`src/rtl/lds_pkg.sv`:
```
// types, codes and saturation helper shared by the lens distortion scale block
`default_nettype none
package lds_pkg;

  typedef logic signed [31:0] fix_t;

  typedef struct packed {
    logic ovf;
    fix_t val;
  } satres_t;

  // one queued beat after classification
  typedef struct packed {
    logic        load;
    logic [3:0]  idx;
    fix_t        val;
    logic [30:0] rsq;
  } item_t;

  // configuration registers as seen by the datapath
  typedef struct packed {
    logic [1:0]  eq;
    fix_t        off;
    fix_t        slope;
    logic [30:0] spr;
  } cfg_t;

  // per-item sideband through the divider stages
  typedef struct packed {
    logic        vld;
    logic        recip;
    logic        zero;
    logic        neg;
    logic        big;
    logic [31:0] mag;
    fix_t        base;
    logic        bovf;
    fix_t        fac;
    logic        ova;
  } tail_t;

  typedef struct packed {
    fix_t r;
    fix_t fac;
    logic ova;
  } carry_t;

  localparam logic [1:0] EQ_QUARTIC = 2'd0;
  localparam logic [1:0] EQ_RECIP   = 2'd1;
  localparam logic [1:0] EQ_SPLINE  = 2'd2;
  localparam logic [1:0] EQ_UNITY   = 2'd3;

  localparam logic MODE_EVAL = 1'b0;
  localparam logic MODE_LOAD = 1'b1;

  localparam logic [1:0] CFG_EQ_TYPE  = 2'd0;
  localparam logic [1:0] CFG_AB_OFF   = 2'd1;
  localparam logic [1:0] CFG_AB_SLOPE = 2'd2;
  localparam logic [1:0] CFG_SEG_PER  = 2'd3;

  localparam int QDEPTH = 4;
  localparam int QPW    = 2;

  localparam int IN_TDATA_W  = 72;
  localparam int OUT_TDATA_W = 32;

  function automatic satres_t sat64(input logic signed [63:0] v);
    satres_t s;
    if (v > 64'sd2147483647) begin
      s.ovf = 1'b1;
      s.val = 32'sh7fffffff;
    end else if (v < -64'sd2147483648) begin
      s.ovf = 1'b1;
      s.val = 32'sh80000000;
    end else begin
      s.ovf = 1'b0;
      s.val = v[31:0];
    end
    return s;
  endfunction

endpackage
`default_nettype wire

```
`src/rtl/lds_front.sv`:
```
// front end: beat unpacking, load filtering and the item queue
`default_nettype none
module lds_front import lds_pkg::*; #(
  parameter int NUM_SEGMENTS = 11
) (
  input  logic                  clk,
  input  logic                  rst_n,
  input  logic                  in_tvalid,
  output logic                  in_tready,
  input  logic [IN_TDATA_W-1:0] in_tdata,
  input  logic                  in_tuser,
  output item_t                 q_item,
  output logic                  q_valid,
  input  logic                  q_pop
);

  item_t           beat;
  logic            keep;
  logic            push;
  item_t           mem_r [QDEPTH];
  logic [QPW-1:0]  wp_r;
  logic [QPW-1:0]  rp_r;
  logic [QPW:0]    cnt_r;

  always_comb begin
    beat.load = (in_tuser == MODE_LOAD);
    beat.idx  = in_tdata[3:0];
    beat.val  = in_tdata[35:4];
    beat.rsq  = in_tdata[66:36];
  end

  // loads past the table end are taken and dropped
  assign keep = !(beat.load && ({2'b00, beat.idx} >= 6'(NUM_SEGMENTS)));
  assign push = in_tvalid && in_tready && keep;

  assign in_tready = (cnt_r != (QPW+1)'(QDEPTH));
  assign q_valid   = (cnt_r != '0);
  assign q_item    = mem_r[rp_r];

  always_ff @(posedge clk) begin
    if (push) begin
      mem_r[wp_r] <= beat;
    end
  end

  always_ff @(posedge clk) begin
    if (!rst_n) begin
      wp_r  <= '0;
      rp_r  <= '0;
      cnt_r <= '0;
    end else begin
      if (push) begin
        wp_r <= wp_r + 1'b1;
      end
      if (q_pop) begin
        rp_r <= rp_r + 1'b1;
      end
      priority if (push && !q_pop) begin
        cnt_r <= cnt_r + 1'b1;
      end else if (!push && q_pop) begin
        cnt_r <= cnt_r - 1'b1;
      end else begin
        cnt_r <= cnt_r;
      end
    end
  end

endmodule
`default_nettype wire

```
`config.mk`:
```
export PLATFORM = sky130hd
export DESIGN_NAME = lds_front
export DESIGN_NICKNAME = d
export VERILOG_FILES = /design/src/rtl/lds_pkg.sv /design/src/rtl/lds_front.sv
export SDC_FILE = /design/constraint.sdc
export NUM_CORES = 1
export LEC_CHECK = 0
export BUFFER_PORTS_ARGS = -buffer_cell sky130_fd_sc_hd__buf_2
export CORE_UTILIZATION = 30
export CTS_CLUSTER_DIAMETER = 100
export DETAILED_ROUTE_END_ITERATION = 10
export GPL_TIMING_DRIVEN = 1
export PLACE_DENSITY = 0.58
export RECOVER_POWER = 100
export SETUP_SLACK_MARGIN = 0.02
export SYNTH_ARGS = -nofsm -noshare
export SYNTH_HDL_FRONTEND = slang
export SYNTH_SLANG_ARGS = --single-unit
```
`constraint.sdc`:
```
create_clock -name clk -period 7.5 [get_ports clk]
set_clock_uncertainty 0.1 [all_clocks]
set_input_delay 1.5 -clock clk [delete_from_list [all_inputs] [get_ports clk]]
set_output_delay 1.5 -clock clk [all_outputs]
set_load 0.02 [all_outputs]
```
==> impl_metrics.toml <==
[cells_and_area]
fin_nets = 645
fin_area_mm2 = 0.0122
antenna_cells = 0
layout_commonest_cell = "edfxtp_1"
syn_to_final_growth_pct = 18.6
final_layout_size_suffix_gt1_share_pct = 20.8
most-common-layout-cells = "272 x edfxtp_1, 139 x clkbuf_1, 68 x mux4_2"

[sta]
fmax_mhz = 193
final_hold_viol_count = 0
min_period_over_period_pct = 69.1
maxSlewHeadroom_pct = -153
tns_ps = 0
fin_crit_ps = 5180
slew_violations = 315
tightest_slew_ps = 3790
rsz0062_at_grt = "no"
fin_ws_ps = 2320
setup_viol = 0

[die]
num_rows = 67
die_h_um = 187
ios = 147
dieArea_mm2 = 0.0351
core_area_mm2 = 0.0337
floorplan.initialDensity_pct = 30.6
die_x_um = 187

[detailed_routing]
routedWlPerCell_um = 18.2
drtPass1Iterations = 4
wl_um = 18700
antenna_left = 0
viasPerCell = 4.42
route.detailed.drc = 0
route.met3.wl_um = 866
vias = 4554
top_layer = "met4"
wl_met1_um = 7540
drt_iter0_markers = 265
wl_met2_um = 9700

[global_routing]
antenna_found_initial = 0
grt_pass1_wl_um = 29200
grt_max_degree = 69
track_usage_pct = 10.8
gr-total-overflow = 0
grt_pass1_vias = 5102

[yosys]
syn_nets = 489
netlist_instances = 406
yosys_register_bits = 281
synth_area_per_cell_um2 = 25.4
synth_cell_type_count = 23
syn-cell-area_mm2 = 0.0103
ys_seq_area_share_pct = 80.9
yosysWarnings = 0

[setup_path]
worstPathArrival_ps = 5140
critPathRequiredTime_ps = 7460
crit_fanout = 68
critPathKind = "input pin to flop"
start_kind = "input pin"
end_kind = "flop"

[run_status]
violations = "max-capacitance violations, max-slew violations"
run_status = "finished with violations"

[placed_design]
pre_cts_slack_ps = 3420
placed_cell_area_mm2 = 0.0115
gp_congestion = 0.706
io_buffers = 141
hpwl_um = 10600

[clock_tree]
cts_buffers = 30
clock-root-buffer = "clkbuf_16"
clock_sinks = 281
cts_tree = "done"
cts_buffer_depth = 3
clk_pin_slew_ps = 60
clock_latency_ps = 540
post_cts_buffers = 0
h-tree-depth = 1
cts_resized = 0
cts_hold_buf = 0

[power_and_ir_drop]
leakage_nw = 3.73
vdd_ir_drop_max_mv = 0.189
p_per_area_mw_per_mm2 = 309

[flow_run]
cap_violations = 5

[min_path]
hold_class = "flop to flop"
## cell type report
| class | instances | area, µm² |
|---|---|---|
| fill | 3164 | 21500 |
| sequential | 281 | 8360 |
| multi-input combinational | 103 | 1810 |
| clock buffer | 34 | 787 |
| tap | 448 | 561 |
| timing repair buffer | 142 | 541 |
| clock inverter | 19 | 178 |
| inverter | 4 | 15.0 |
## through the flow
stage               hold WS [ps]  util [%]  power, mW  std cells
CTS                          406      36.9       3.86       1031
global placement             384      34.0       2.40        978
global route                 432      36.3       3.94       1031
finish                       405      36.3       3.78       1031
floorplan                    367         -       2.25        406
detailed placement           397      34.0       2.42        978
## synthesized netlist by cell type
cell type	n	area share [%]
a21boi_0	1	0.073
a21oi_1	1	0.048
and2_1	8	0.48
buf_12	3	0.58
buf_2	4	0.19
buf_4	4	0.29
buf_6	2	0.22
clkbuf_1	5	0.18
dfxtp_1	9	1.7
edfxtp_1	272	79
fa_1	1	0.19
ha_1	5	0.61
inv_1	4	0.15
mux2i_1	3	0.29
mux4_2	68	15
nand2_1	6	0.22
nor2b_1	1	0.061
o211a_1	1	0.097
o21ai_0	1	0.048
or3_1	2	0.12
or3b_1	1	0.085
xnor2_1	2	0.17
xor2_1	2	0.17
## cell families after synthesis
family          synth area share [%]
compound gates                 0.267
xor+xnor                       0.339
fa+ha+maj                      0.800
buf+inv                         1.61
flops                           80.9
mux                             15.1
simple gates                   0.970
## path summary, 6_finish.rpt
path	from	to	slack, ps	depth (start not counted)
worst max register to register	cnt_r[0]$_SDFFE_PN0P_	mem_r[3][14]$_DFFE_PP_	3230	3
worst min register to register	wp_r[1]$_SDFFE_PN0P_	wp_r[1]$_SDFFE_PN0P_	400	2
worst max-delay path	in_tdata[1]	mem_r[3][14]$_DFFE_PP_	2320	4
worst min-delay path	wp_r[1]$_SDFFE_PN0P_	wp_r[1]$_SDFFE_PN0P_	400	2
## routing by layer
metal,vias to the layer above,GRT usage [%]
li1,2040,-
met1,2369,12.9
met2,105,19.1
met3,40,2.33
met4,0,4.03
met5,-,0
## state kept, by name, indices dropped and copies added, names as in the netlist, named ones only
name   count
cnt_r      3
mem_r    272
rp_r       2
wp_r       2
## report_power, final
part / switching, mW / internal (mW)
logic: 0.275 / 0.160
registers: 0.0519 / 1.87
clock network: 0.577 / 0.851
total: 0.904 / 2.88
## critical path, cell delays in order
cell and delay, ps:
clkbuf_1 130, a21oi_1 370, o211a_1 330, and2_1 2770
No activity file was read; power rests on OpenSTA's default activity.
